==> src/dmlb_pkg.sv <==
package dmlb_pkg;

	// Register indexes on the configuration port
	localparam logic [2:0] REG_DEBOUNCE = 3'd0;
	localparam logic [2:0] REG_DARK_THR = 3'd1;
	localparam logic [2:0] REG_WINDOW   = 3'd2;
	localparam logic [2:0] REG_SLOW     = 3'd3;
	localparam logic [2:0] REG_MEDIUM   = 3'd4;
	localparam logic [2:0] REG_FAST     = 3'd5;

	// Register reset values
	localparam logic [15:0] RST_DEBOUNCE = 16'd50;
	localparam logic [10:0] RST_DARK_THR = 11'd50;
	localparam logic [15:0] RST_WINDOW   = 16'd5000;
	localparam logic [15:0] RST_SLOW     = 16'd1000;
	localparam logic [15:0] RST_MEDIUM   = 16'd500;
	localparam logic [15:0] RST_FAST     = 16'd200;

	// Reset value of the light mean
	localparam int MEAN_RESET = 1000;

	// Mode codes
	localparam logic [2:0] MODE_OFF    = 3'd0;
	localparam logic [2:0] MODE_STEADY = 3'd1;
	localparam logic [2:0] MODE_SLOW   = 3'd2;
	localparam logic [2:0] MODE_MEDIUM = 3'd3;
	localparam logic [2:0] MODE_FAST   = 3'd4;
	localparam logic [2:0] MODE_ALT    = 3'd5;
	localparam logic [2:0] MODE_MAX    = 3'd7;

	// Commands from the controller to the datapath
	typedef struct packed {
		logic load;   // capture the input transfer
		logic deb;    // sample append, debounce, mode step
		logic blk;    // blink timing, window check, divider start
		logic div;    // one divider iteration
		logic set;    // mean update and LED pins
		logic pub;    // load the output register
	} cmd_t;

	// Status from the datapath to the controller
	typedef struct packed {
		logic win_due;   // window expired: recompute mean
		logic div_last;  // divider runs its last iteration
	} stat_t;

endpackage

==> src/dmlb_ctrl.sv <==
module dmlb_ctrl (
	input  logic            clk,
	input  logic            arst_n,
	input  logic            in_valid,
	output logic            in_ready,
	output logic            out_valid,
	input  logic            out_ready,
	input  dmlb_pkg::stat_t stat,
	output dmlb_pkg::cmd_t  cmd
);

	localparam logic [2:0] ST_IDLE = 3'd0;
	localparam logic [2:0] ST_DEB  = 3'd1;
	localparam logic [2:0] ST_BLK  = 3'd2;
	localparam logic [2:0] ST_DIV  = 3'd3;
	localparam logic [2:0] ST_SET  = 3'd4;
	localparam logic [2:0] ST_PUB  = 3'd5;

	logic [2:0] state_q, state_nx;
	logic       out_valid_q;
	logic       pub_go;

	assign in_ready  = (state_q == ST_IDLE);
	assign out_valid = out_valid_q;
	assign pub_go    = (state_q == ST_PUB) && (!out_valid_q || out_ready);

	// Decode commands and next state
	always_comb begin
		cmd      = '0;
		state_nx = state_q;
		unique case (state_q)
			ST_IDLE: begin
				if (in_valid) begin
					cmd.load = 1'b1;
					state_nx = ST_DEB;
				end
			end
			ST_DEB: begin
				cmd.deb  = 1'b1;
				state_nx = ST_BLK;
			end
			ST_BLK: begin
				cmd.blk  = 1'b1;
				state_nx = stat.win_due ? ST_DIV : ST_SET;
			end
			ST_DIV: begin
				cmd.div = 1'b1;
				if (stat.div_last) state_nx = ST_SET;
			end
			ST_SET: begin
				cmd.set  = 1'b1;
				state_nx = ST_PUB;
			end
			ST_PUB: begin
				if (pub_go) begin
					cmd.pub  = 1'b1;
					state_nx = ST_IDLE;
				end
			end
			default: state_nx = ST_IDLE;
		endcase
	end

	// Advance state and hold the output valid flag
	always_ff @(posedge clk or negedge arst_n) begin
		if (!arst_n) begin
			state_q     <= ST_IDLE;
			out_valid_q <= 1'b0;
		end else begin
			state_q <= state_nx;
			if (pub_go) out_valid_q <= 1'b1;
			else if (out_ready) out_valid_q <= 1'b0;
		end
	end

endmodule

==> src/dmlb_dp.sv <==
module dmlb_dp #(
	parameter int SAMPLE_SLOTS = 5,
	parameter int LIGHT_BITS   = 10
) (
	input  logic                  clk,
	input  logic                  arst_n,
	input  dmlb_pkg::cmd_t        cmd,
	output dmlb_pkg::stat_t       stat,
	input  logic                  cfg_valid,
	input  logic [2:0]            cfg_index,
	input  logic [15:0]           cfg_data,
	input  logic                  button_level,
	input  logic [LIGHT_BITS-1:0] light_sample,
	input  logic [31:0]           now_ms,
	output logic                  led_one,
	output logic                  led_two,
	output logic [2:0]            mode_now
);

	localparam int CW = $clog2(SAMPLE_SLOTS + 1);
	localparam int SW = LIGHT_BITS + CW;
	localparam int KW = $clog2(SW);
	localparam int MW = (LIGHT_BITS > 10) ? LIGHT_BITS : 10;
	localparam int TW = (MW > 11) ? MW : 11;

	// Configuration registers
	logic [15:0] deb_ms_q, win_ms_q, slow_q, med_q, fast_q;
	logic [10:0] thr_q;

	// Captured input item
	logic                  lvl_q;
	logic [LIGHT_BITS-1:0] smp_q;
	logic [31:0]           now_q;

	// Controller state of the block
	logic          last_q, stab_q, phase_q, pin1_q, pin2_q, tog_q, pend_q;
	logic [2:0]    mode_q;
	logic [31:0]   chg_q, blk_q, win_q;
	logic [SW-1:0] sum_q;
	logic [CW-1:0] cnt_q;
	logic [MW-1:0] mean_q;

	// Divider
	logic [SW-1:0] dvd_q;
	logic [CW-1:0] dvs_q, rem_q;
	logic [KW-1:0] k_q;

	// Output register
	logic       o_led1_q, o_led2_q;
	logic [2:0] o_mode_q;

	logic [31:0]   ct_nx, deb_el, blk_el, win_el;
	logic [15:0]   ivl;
	logic          blinking, due, win_chk;
	logic [CW:0]   trial, trial_sub;
	logic          q_bit;
	logic [MW-1:0] mean_nx;
	logic          dark;

	// Debounce timing
	assign ct_nx  = (lvl_q != last_q) ? now_q : chg_q;
	assign deb_el = now_q - ct_nx;

	// Blink interval per mode
	always_comb begin
		unique case (mode_q)
			dmlb_pkg::MODE_SLOW:   ivl = slow_q;
			dmlb_pkg::MODE_MEDIUM: ivl = med_q;
			dmlb_pkg::MODE_FAST:   ivl = fast_q;
			dmlb_pkg::MODE_ALT:    ivl = slow_q;
			default:               ivl = slow_q;
		endcase
	end

	assign blinking = (mode_q == dmlb_pkg::MODE_SLOW) || (mode_q == dmlb_pkg::MODE_MEDIUM) ||
			(mode_q == dmlb_pkg::MODE_FAST) || (mode_q == dmlb_pkg::MODE_ALT);
	assign blk_el   = now_q - blk_q;
	assign due      = blinking && (blk_el >= {16'd0, ivl});
	assign win_chk  = (mode_q == dmlb_pkg::MODE_STEADY) ||
			(due && (mode_q != dmlb_pkg::MODE_ALT));
	assign win_el   = now_q - win_q;
	assign stat.win_due  = win_chk && (win_el >= {16'd0, win_ms_q});
	assign stat.div_last = (k_q == KW'(SW - 1));

	// Restoring division step: one quotient bit per cycle
	assign trial     = {rem_q, dvd_q[SW-1]};
	assign q_bit     = (trial >= {1'b0, dvs_q});
	assign trial_sub = trial - {1'b0, dvs_q};

	// Darkness test on the mean that this step leaves
	assign mean_nx = pend_q ? MW'(dvd_q[LIGHT_BITS-1:0]) : mean_q;
	assign dark    = TW'(mean_nx) < TW'(thr_q);

	// Write configuration registers
	always_ff @(posedge clk or negedge arst_n) begin
		if (!arst_n) begin
			deb_ms_q <= dmlb_pkg::RST_DEBOUNCE;
			thr_q    <= dmlb_pkg::RST_DARK_THR;
			win_ms_q <= dmlb_pkg::RST_WINDOW;
			slow_q   <= dmlb_pkg::RST_SLOW;
			med_q    <= dmlb_pkg::RST_MEDIUM;
			fast_q   <= dmlb_pkg::RST_FAST;
		end else if (cfg_valid) begin
			unique case (cfg_index)
				dmlb_pkg::REG_DEBOUNCE: deb_ms_q <= cfg_data;
				dmlb_pkg::REG_DARK_THR: thr_q    <= cfg_data[10:0];
				dmlb_pkg::REG_WINDOW:   win_ms_q <= cfg_data;
				dmlb_pkg::REG_SLOW:     slow_q   <= cfg_data;
				dmlb_pkg::REG_MEDIUM:   med_q    <= cfg_data;
				dmlb_pkg::REG_FAST:     fast_q   <= cfg_data;
				default: ;
			endcase
		end
	end

	// Capture the input item, run the divider and load the output register
	always_ff @(posedge clk) begin
		if (cmd.load) begin
			lvl_q <= button_level;
			smp_q <= light_sample;
			now_q <= now_ms;
		end
		if (cmd.blk) begin
			dvd_q <= sum_q;
			dvs_q <= cnt_q;
			rem_q <= '0;
			k_q   <= '0;
		end else if (cmd.div) begin
			rem_q <= q_bit ? trial_sub[CW-1:0] : trial[CW-1:0];
			dvd_q <= {dvd_q[SW-2:0], q_bit};
			k_q   <= k_q + KW'(1);
		end
		if (cmd.pub) begin
			o_led1_q <= pin1_q;
			o_led2_q <= pin2_q;
			o_mode_q <= mode_q;
		end
	end

	// Step the block state
	always_ff @(posedge clk or negedge arst_n) begin
		if (!arst_n) begin
			last_q  <= 1'b0;
			stab_q  <= 1'b0;
			chg_q   <= '0;
			mode_q  <= dmlb_pkg::MODE_OFF;
			blk_q   <= '0;
			win_q   <= '0;
			phase_q <= 1'b1;
			pin1_q  <= 1'b0;
			pin2_q  <= 1'b0;
			sum_q   <= '0;
			cnt_q   <= '0;
			mean_q  <= MW'(dmlb_pkg::MEAN_RESET);
			tog_q   <= 1'b0;
			pend_q  <= 1'b0;
		end else begin
			// append sample, debounce, step mode
			if (cmd.deb) begin
				if (cnt_q < CW'(SAMPLE_SLOTS)) begin
					sum_q <= sum_q + SW'(smp_q);
					cnt_q <= cnt_q + CW'(1);
				end
				chg_q  <= ct_nx;
				last_q <= lvl_q;
				if ((deb_el > {16'd0, deb_ms_q}) && (lvl_q != stab_q)) begin
					stab_q <= lvl_q;
					if (lvl_q)
						mode_q <= (mode_q == dmlb_pkg::MODE_MAX) ?
								dmlb_pkg::MODE_STEADY : mode_q + 3'd1;
				end
			end
			// blink toggle and window restart
			if (cmd.blk) begin
				tog_q <= due;
				if (due) begin
					blk_q   <= now_q;
					phase_q <= ~phase_q;
				end
				pend_q <= stat.win_due;
				if (stat.win_due) begin
					win_q <= now_q;
					sum_q <= '0;
					cnt_q <= '0;
				end
			end
			// mean and LED pins
			if (cmd.set) begin
				mean_q <= mean_nx;
				unique case (mode_q)
					dmlb_pkg::MODE_STEADY: begin
						pin1_q <= 1'b1;
						pin2_q <= dark;
					end
					dmlb_pkg::MODE_SLOW, dmlb_pkg::MODE_MEDIUM, dmlb_pkg::MODE_FAST: begin
						if (tog_q) begin
							pin1_q <= phase_q;
							pin2_q <= dark & phase_q;
						end
					end
					dmlb_pkg::MODE_ALT: begin
						if (tog_q) begin
							pin1_q <= phase_q;
							pin2_q <= ~phase_q;
						end
					end
					default: begin
						pin1_q <= 1'b0;
						pin2_q <= 1'b0;
					end
				endcase
			end
		end
	end

	assign led_one  = o_led1_q;
	assign led_two  = o_led2_q;
	assign mode_now = o_mode_q;

endmodule

==> src/debounced_mode_led_blink_controller.sv <==
// Debounced mode LED blink controller.
// Input channel (in_valid/in_ready) carries one button level, one light
// sample and a millisecond timestamp per transfer; every input transfer
// yields exactly one result on the output channel (out_valid/out_ready):
// both LED levels and the mode counter after that step.
// Configuration channel (cfg_valid/cfg_ready, cfg_index, cfg_data) is always
// ready; write it only while no item is in flight. Unknown indexes are dropped.
// When the light window expires, the mean is recomputed by the restoring
// divider, one quotient bit per cycle over SW iterations, where
// SW = LIGHT_BITS + clog2(SAMPLE_SLOTS+1) (13 at the defaults).
// The block works on a single item at a time and takes no new item
// before it is through with the last one.
// A finished result waits in the output register; the block still takes the
// next item and computes it, holding it until the output register frees.
// Reset (arst_n low) returns the configuration registers and block state to
// their defaults and drops any pending result.
module debounced_mode_led_blink_controller #(
	parameter int SAMPLE_SLOTS = 5,
	parameter int LIGHT_BITS   = 10
) (
	input  logic                  clk,
	input  logic                  arst_n,
	input  logic                  in_valid,
	output logic                  in_ready,
	input  logic                  button_level,
	input  logic [LIGHT_BITS-1:0] light_sample,
	input  logic [31:0]           now_ms,
	output logic                  out_valid,
	input  logic                  out_ready,
	output logic                  led_one,
	output logic                  led_two,
	output logic [2:0]            mode_now,
	input  logic                  cfg_valid,
	output logic                  cfg_ready,
	input  logic [2:0]            cfg_index,
	input  logic [15:0]           cfg_data
);

	dmlb_pkg::cmd_t  cmd;
	dmlb_pkg::stat_t stat;

	assign cfg_ready = 1'b1;

	dmlb_ctrl u_ctrl (
		.clk       (clk),
		.arst_n    (arst_n),
		.in_valid  (in_valid),
		.in_ready  (in_ready),
		.out_valid (out_valid),
		.out_ready (out_ready),
		.stat      (stat),
		.cmd       (cmd)
	);

	dmlb_dp #(
		.SAMPLE_SLOTS (SAMPLE_SLOTS),
		.LIGHT_BITS   (LIGHT_BITS)
	) u_dp (
		.clk          (clk),
		.arst_n       (arst_n),
		.cmd          (cmd),
		.stat         (stat),
		.cfg_valid    (cfg_valid),
		.cfg_index    (cfg_index),
		.cfg_data     (cfg_data),
		.button_level (button_level),
		.light_sample (light_sample),
		.now_ms       (now_ms),
		.led_one      (led_one),
		.led_two      (led_two),
		.mode_now     (mode_now)
	);

endmodule

==> config.mk <==
export PLATFORM = sky130hd
export DESIGN_NAME = debounced_mode_led_blink_controller
export DESIGN_NICKNAME = d
export VERILOG_FILES = /design/src/dmlb_pkg.sv /design/src/dmlb_ctrl.sv /design/src/dmlb_dp.sv /design/src/debounced_mode_led_blink_controller.sv
export SDC_FILE = /design/constraint.sdc
export NUM_CORES = 1
export LEC_CHECK = 0
export BUFFER_PORTS_ARGS = -buffer_cell sky130_fd_sc_hd__buf_2
export CAP_MARGIN = 20
export CORE_MARGIN = 2
export CORE_UTILIZATION = 35
export CTS_BUF_LIST = sky130_fd_sc_hd__clkbuf_16
export CTS_CLUSTER_SIZE = 40
export DETAILED_ROUTE_END_ITERATION = 10
export MAX_ROUTING_LAYER = met4
export PLACE_DENSITY = 0.49
export SYNTH_ARGS = -nofsm -noshare
export SYNTH_HDL_FRONTEND = slang
export SYNTH_HIERARCHICAL = 1
export SYNTH_SLANG_ARGS = --single-unit
==> constraint.sdc <==
create_clock -name clk -period 7.2 [get_ports clk]
set_input_delay 0.72 -clock clk [delete_from_list [all_inputs] [get_ports clk]]
set_output_delay 0.72 -clock clk [all_outputs]
set_load 0.01 [all_outputs]
After elaboration in Yosys (flattened, before gate mapping). Index checks and enable logic that the tools add are counted.

Multiplexer cells: 35. Reduce and logical (&&, ||, !) cells: 30. Multiply operators: 0. Order comparisons: 6. Bitwise logic cells: 2. $add $sub $neg: 8. Div/mod/pow operators: 0. Eq/ne operators: 26. Shifts and indexed selects: 0.

Operators by type and width (count): $sub 32x32->32 (3); $mux 13 (6); $ge 32x16->1 (2); $gt 32x16->1 (1); $mux 32 (1); $pmux 16 s2 (1); $mux 3 (10); $eq 3x3->1 const B (7); $reduce_and 2->1 (10); $eq 3x2->1 const B (6); $pmux 3 s6 (1); $add 13x10->13 (1); $mux 1 (13); $lt 10x11->1 (1); $mux 10 (1); $eq 3x1->1 const B (3); $reduce_and 3->1 (3); $ne 2x1->1 const B (4); $add 3x1->3 const B (2); $logic_not 3->1 (2); $logic_and 1x1->1 (5); $logic_or 1x1->1 (5); $add 4x1->4 const B (1); $eq 4x4->1 const B (1); other kinds (14) (17).

Output and inout port bits: 8. Register bits: 298. Input port bits: 67. Memories: 0. Word-level logic and storage cells: 139. Bits in latches: 0. ROM bits: 0. Bits in writable memories: 0.

Longest topological paths before layout.
Depth in word-level cells: 10. Depth in mapped cells: 26. Mapped depth without buffers: 25.

Cells and area by module. Netlist, hierarchy kept.

Modules (own cells, without submodules): dmlb_dp (area each 19342.3 um^2, cells an instance 1933, seq. area each 7683.6 um^2, times used 1); dmlb_ctrl (area each 240.2 um^2, cells an instance 29, seq. area each 100.1 um^2, times used 1); debounced_mode_led_blink_controller (area each 11.3 um^2, cells an instance 2, seq. area each 0.0 um^2, times used 1).

Worst setup path after synthesis. OpenSTA, ideal clock, no wires.

Kind: register to register. From: register u_dp.lvl_q. To: register u_dp.mode_q[1]. Path buffers: 2. Slack: 1813 ps. Stages on the path, launching flop included: 24. Arrival time: 5262 ps. Library setup time: 125 ps. Cells stage by stage: edfxtp_1 xor2_1 buf_1 buf_1 mux2i_1 ha_1 a21oi_1 o21ai_0 o21a_1 o21ai_0 nand2_1 a31oi_1 xnor2_1 ha_1 nand2_1 nor2_1 nand2_1 or4_1 o221ai_1 nand4_1 nor4_1 nand4_1 o21ai_1 mux2_2.

Cells in the longest elaborated chain, start to end: 6. Elaborated cells on any way between the ends: 7.

RTL lines: start, declared (RTL line dmlb_dp.sv:31) `logic lvl_q;`; start signal, assigned (RTL line dmlb_dp.sv:119) `lvl_q <= button_level;`; $ne 1x1->1 (RTL line dmlb_dp.sv:61) `assign ct_nx = (lvl_q != last_q) ? now_q : chg_q;`; $mux 32 (RTL line dmlb_dp.sv:61); $sub 32x32->32 (RTL line dmlb_dp.sv:62) `assign deb_el = now_q - ct_nx;`; $gt 32x16->1 (RTL line dmlb_dp.sv:166) `if ((deb_el > {16'd0, deb_ms_q}) && (lvl_q != stab_q)) begin`; $logic_and 1x1->1 (RTL line dmlb_dp.sv:166); $reduce_and 3->1 (no line) *; end signal, assigned (RTL line dmlb_dp.sv:146) `mode_q <= dmlb_pkg::MODE_OFF;`; end signal, assigned (RTL line dmlb_dp.sv:169) `mode_q <= (mode_q == dmlb_pkg::MODE_MAX) ?`; end, declared (RTL line dmlb_dp.sv:37) `logic [2:0] mode_q;`.

Every way passes the cells marked *; elsewhere a longest branch is shown, timed or not. A chain may end at the register's enable or synchronous reset.

Worst setup path after layout.
From: register u_dp.now_q[0]. To: register u_dp.win_q[16].

Cells in the longest elaborated chain, start to end: 7. Elaborated cells on any way between the ends: 9.

RTL lines: start, declared (RTL line dmlb_dp.sv:33) `logic [31:0] now_q;`; start signal, assigned (RTL line dmlb_dp.sv:121) `now_q <= now_ms;`; $sub 32x32->32 (RTL line dmlb_dp.sv:77) `assign blk_el = now_q - blk_q;`; $ge 32x16->1 (RTL line dmlb_dp.sv:78) `assign due = blinking && (blk_el >= {16'd0, ivl});`; $logic_and 1x1->1 (RTL line dmlb_dp.sv:78); $logic_and 1x1->1 (RTL line dmlb_dp.sv:80) `(due && (mode_q != dmlb_pkg::MODE_ALT));`; $logic_or 1x1->1 (RTL line dmlb_dp.sv:79) `assign win_chk = (mode_q == dmlb_pkg::MODE_STEADY) ||`; $logic_and 1x1->1 * (RTL line dmlb_dp.sv:82) `assign stat.win_due = win_chk && (win_el >= {16'd0, win_ms_q});`; $reduce_and 2->1 (no line) *; end signal, assigned (RTL line dmlb_dp.sv:182) `win_q <= now_q;`; end, declared (RTL line dmlb_dp.sv:38) `logic [31:0] chg_q, blk_q, win_q;`.

Marks and branches as above.

==> results.py <==
metrics = {
    "synthesis": {
        "synth_top_family_by_area": "compound AO/OA/AOI/OAI gates",
        "synth-main-ff-cell": "dfrtp_1",
        "yosys.area.top_type": "dfrtp_1",
        "synthMuxAreaShare": 0.132,
        "yosysSeqAreaShare": 0.397,
        "synth_compound_area_frac": 0.160,
        "synth_area_leaders": "dfrtp_1 (25%), ha_1 (11%), edfxtp_1 (9.8%)",
        "synth_edf_count": 64,
        "syn_area_per_cell_um2": 9.98,
        "synth_warnings": 6,
        "yosysUniqueCellTypes": 81,
        "yosys.area_share.simple": 0.114,
        "async_reset_ff_frac": 0.762,
        "syn_area_um2": 19600,
        "synth_cells": 1964,
        "yosysTopAreaCellShare": 0.248,
        "syn-num-nets": 2206,
        "yosys.area_share.xor_xnor": 0.0389,
        "synth_adder_area_share": 0.114,
        "ys_seq_elements": 298,
    },
    "worst_hold_path": {
        "hold_class": "input port to asynchronous set/reset pin",
    },
    "global_routing": {
        "grt_pass1_vias": 15090,
        "grt_max_degree": 152,
        "gr-usage-all-layers": 0.198,
        "grt_pass1_wl_mm": 86.0,
        "gr-total-overflow": 0,
        "antenna_found_initial": 5,
    },
    "die": {
        "rows": 86,
        "initial_core_util": 0.355,
        "pin_count": 75,
        "die_w_um": 241,
        "die-area_um2": 57900,
        "coreArea_um2": 55200,
        "die_y_um": 241,
    },
    "finish": {
        "fin_nets": 2263,
        "syn_to_final_growth_pct": 12.0,
        "final_common_cell": "dfrtp_1",
        "final_cell_mix": "dfrtp_1 (194), nand2_1 (180), ha_1 (170)",
        "layout-drive-gt1-share": 0.186,
        "fin_util": 0.397,
        "nFillCells": 5473,
    },
    "timing": {
        "worstMarginPinSlew_ns": 1.10,
        "maxSlewViolCount": 0,
        "rsz0062_at_grt": "no",
        "max_slew_margin": 0.265,
        "setup_viol": 0,
        "finalCritPeriodShare": 0.868,
        "finalWorstSetupSlack_ns": 0.949,
        "max_freq_mhz": 160,
        "tns_ns": 0,
        "hold_ws_ns": 0.113,
        "finClkSkew_ns": 0.0284,
        "hold_viol": 0,
        "fin_crit_ns": 6.25,
    },
    "setup_path": {
        "path_cells": "inv_1 -> ha_1 -> inv_1 -> fa_1 -> a211oi_1 -> o21a_1 -> a21oi_1 -> o21a_1 -> nor2_1 -> xnor2_1 -> ha_1 -> nand3_1 -> nor3_1 -> a2111oi_2 -> o21ai_1 -> a2111oi_2 -> nand4_1 -> or4b_1 -> a2111o_1 -> o2111a_2 -> buf_4 -> mux2_4",
        "end_kind": "flop",
        "crit_path_max_fanout": 33,
        "max_stage_delay_ns": 0.54,
        "path_class": "flop to flop",
        "cp.required_ns": 7.62,
        "worst-path-buf-inv": 3,
        "slowest_stage": "o2111a_2",
        "arrival_ns": 6.67,
        "critical_path.startpoint_type": "flop",
        "critical-path-top-delay-family": "compound AO/OA/AOI/OAI gates",
    },
    "cts": {
        "cts_resized": 0,
        "clk_path_buf_depth": 3,
        "clk_latency_ns": 0.57,
        "holdBufCountCts": 0,
        "cts_setup_buffers": 0,
        "cts_tree": "done",
        "clock_sinks": 298,
        "cts_root_buffer": "clkbuf_16",
        "clk_pin_slew_ns": 0.06,
        "htreeDepth": 2,
        "cts_buffers": 37,
    },
    "placement": {
        "portBuffers": 73,
        "dp_slack_ns": 1.08,
        "dp_hpwl_mm": 40.8,
        "globalplace.congestion": 0.902,
    },
    "outcome": {
        "status": "completed",
    },
    "route": {
        "drtIter0Drc": 997,
        "vias": 14746,
        "totalWireLength_mm": 54.0,
        "ant_nets": 0,
        "firstDrtPassIters": 5,
        "post-route-drc-count": 0,
        "viasPerCell": 5.27,
        "wl_per_cell_um": 19.3,
    },
    "pwr": {
        "p_leak_nw": 9.48,
        "ir_worst_vdd_uv": 235,
        "finalPower_mw": 11.3,
        "powerDensity_nw_per_um2": 515,
    },
    "job": {
        "drv_cap": 0,
    },
}
==> cell usage after synthesis, types with 31 or more instances <==
cell type and count:
xor2_1 38, inv_1 135, xnor2_1 49, nand2_1 180, dfstp_2 33, edfxtp_1 64, mux2_4 31, o21a_1 33
ha_1 170, mux2i_1 43, a21oi_1 144, dfrtp_1 194, nor2_1 128, clkbuf_1 55, o21ai_0 111, mux2_2 150
a21o_1 33
==> where the power goes <==
part	switching, mW	internal (mW)
clock network	0.762	1.01
logic	3.83	2.89
registers	0.401	2.40
total	4.99	6.31
==> stage by stage <==
step	instance area, µm²	std cells
4_1_cts	21900	2798
3_5_place_dp	20800	2730
6_report	21900	2799
5_1_grt	21900	2799
3_3_place_gp	20800	2729
2_1_floorplan	19600	1964
==> layer usage <==
layer / vias to the layer above / GRT usage / wire length, µm
li1: 7216 / - / -
met1: 7232 / 0.245 / 24500
met2: 220 / 0.331 / 26000
met3: 78 / 0.0283 / 1820
met4: 0 / 0.0646 / 1660
met5: - / - / 0
==> sequential cells by signal, summed over array words and instances, names as in the netlist, 32 cells and up <==
name        count
u_dp/chg_q     32
u_dp/now_q     32
u_dp/blk_q     32
u_dp/win_q     32
==> kinds of logic (layout without fill, tap and decap cells) <==
logic type | Yosys count | count (layout)
buffers and inverters | 212 | 298
DFF | 298 | 298
muxes | 224 | 224
AOI/OAI and AO/OA | 484 | 484
and+or+nand+nor | 482 | 482
other | 1 | 2
adders and majority gates | 176 | 176
xor gates and xnor gates | 87 | 87
==> worst paths after layout <==
check | from | to | slack (ns) | depth (start not counted)
worst min-delay path | arst_n | u_dp/mean_q[2] | 0.11 | 1
worst min register to register | u_dp/tog_q | u_dp/tog_q | 0.47 | 1
worst max register to register | u_dp/now_q[0] | u_dp/win_q[16] | 0.95 | 22
max in group asynchronous | arst_n | u_dp/win_q[16] | 5.71 | 2
min in group clk | light_sample[7] | u_dp/smp_q[7] | 0.33 | 1
worst max-delay path | u_dp/now_q[0] | u_dp/win_q[16] | 0.95 | 22
==> final cells by class <==
| class | instances | area, µm² | area share |
|---|---|---|---|
| flip-flops and latches | 298 | 7780 | 0.355 |
| diodes | 1 | 2.50 | 0.000114 |
| clock buffers | 37 | 926 | 0.0422 |
| multi-input cells | 1454 | 11000 | 0.502 |
| repair buffers | 95 | 561 | 0.0256 |
| inverters | 135 | 507 | 0.0231 |
| clock inverters | 31 | 220 | 0.0100 |
| well taps | 748 | 936 | 0.0427 |
Power figures use the tool's default switching activity.
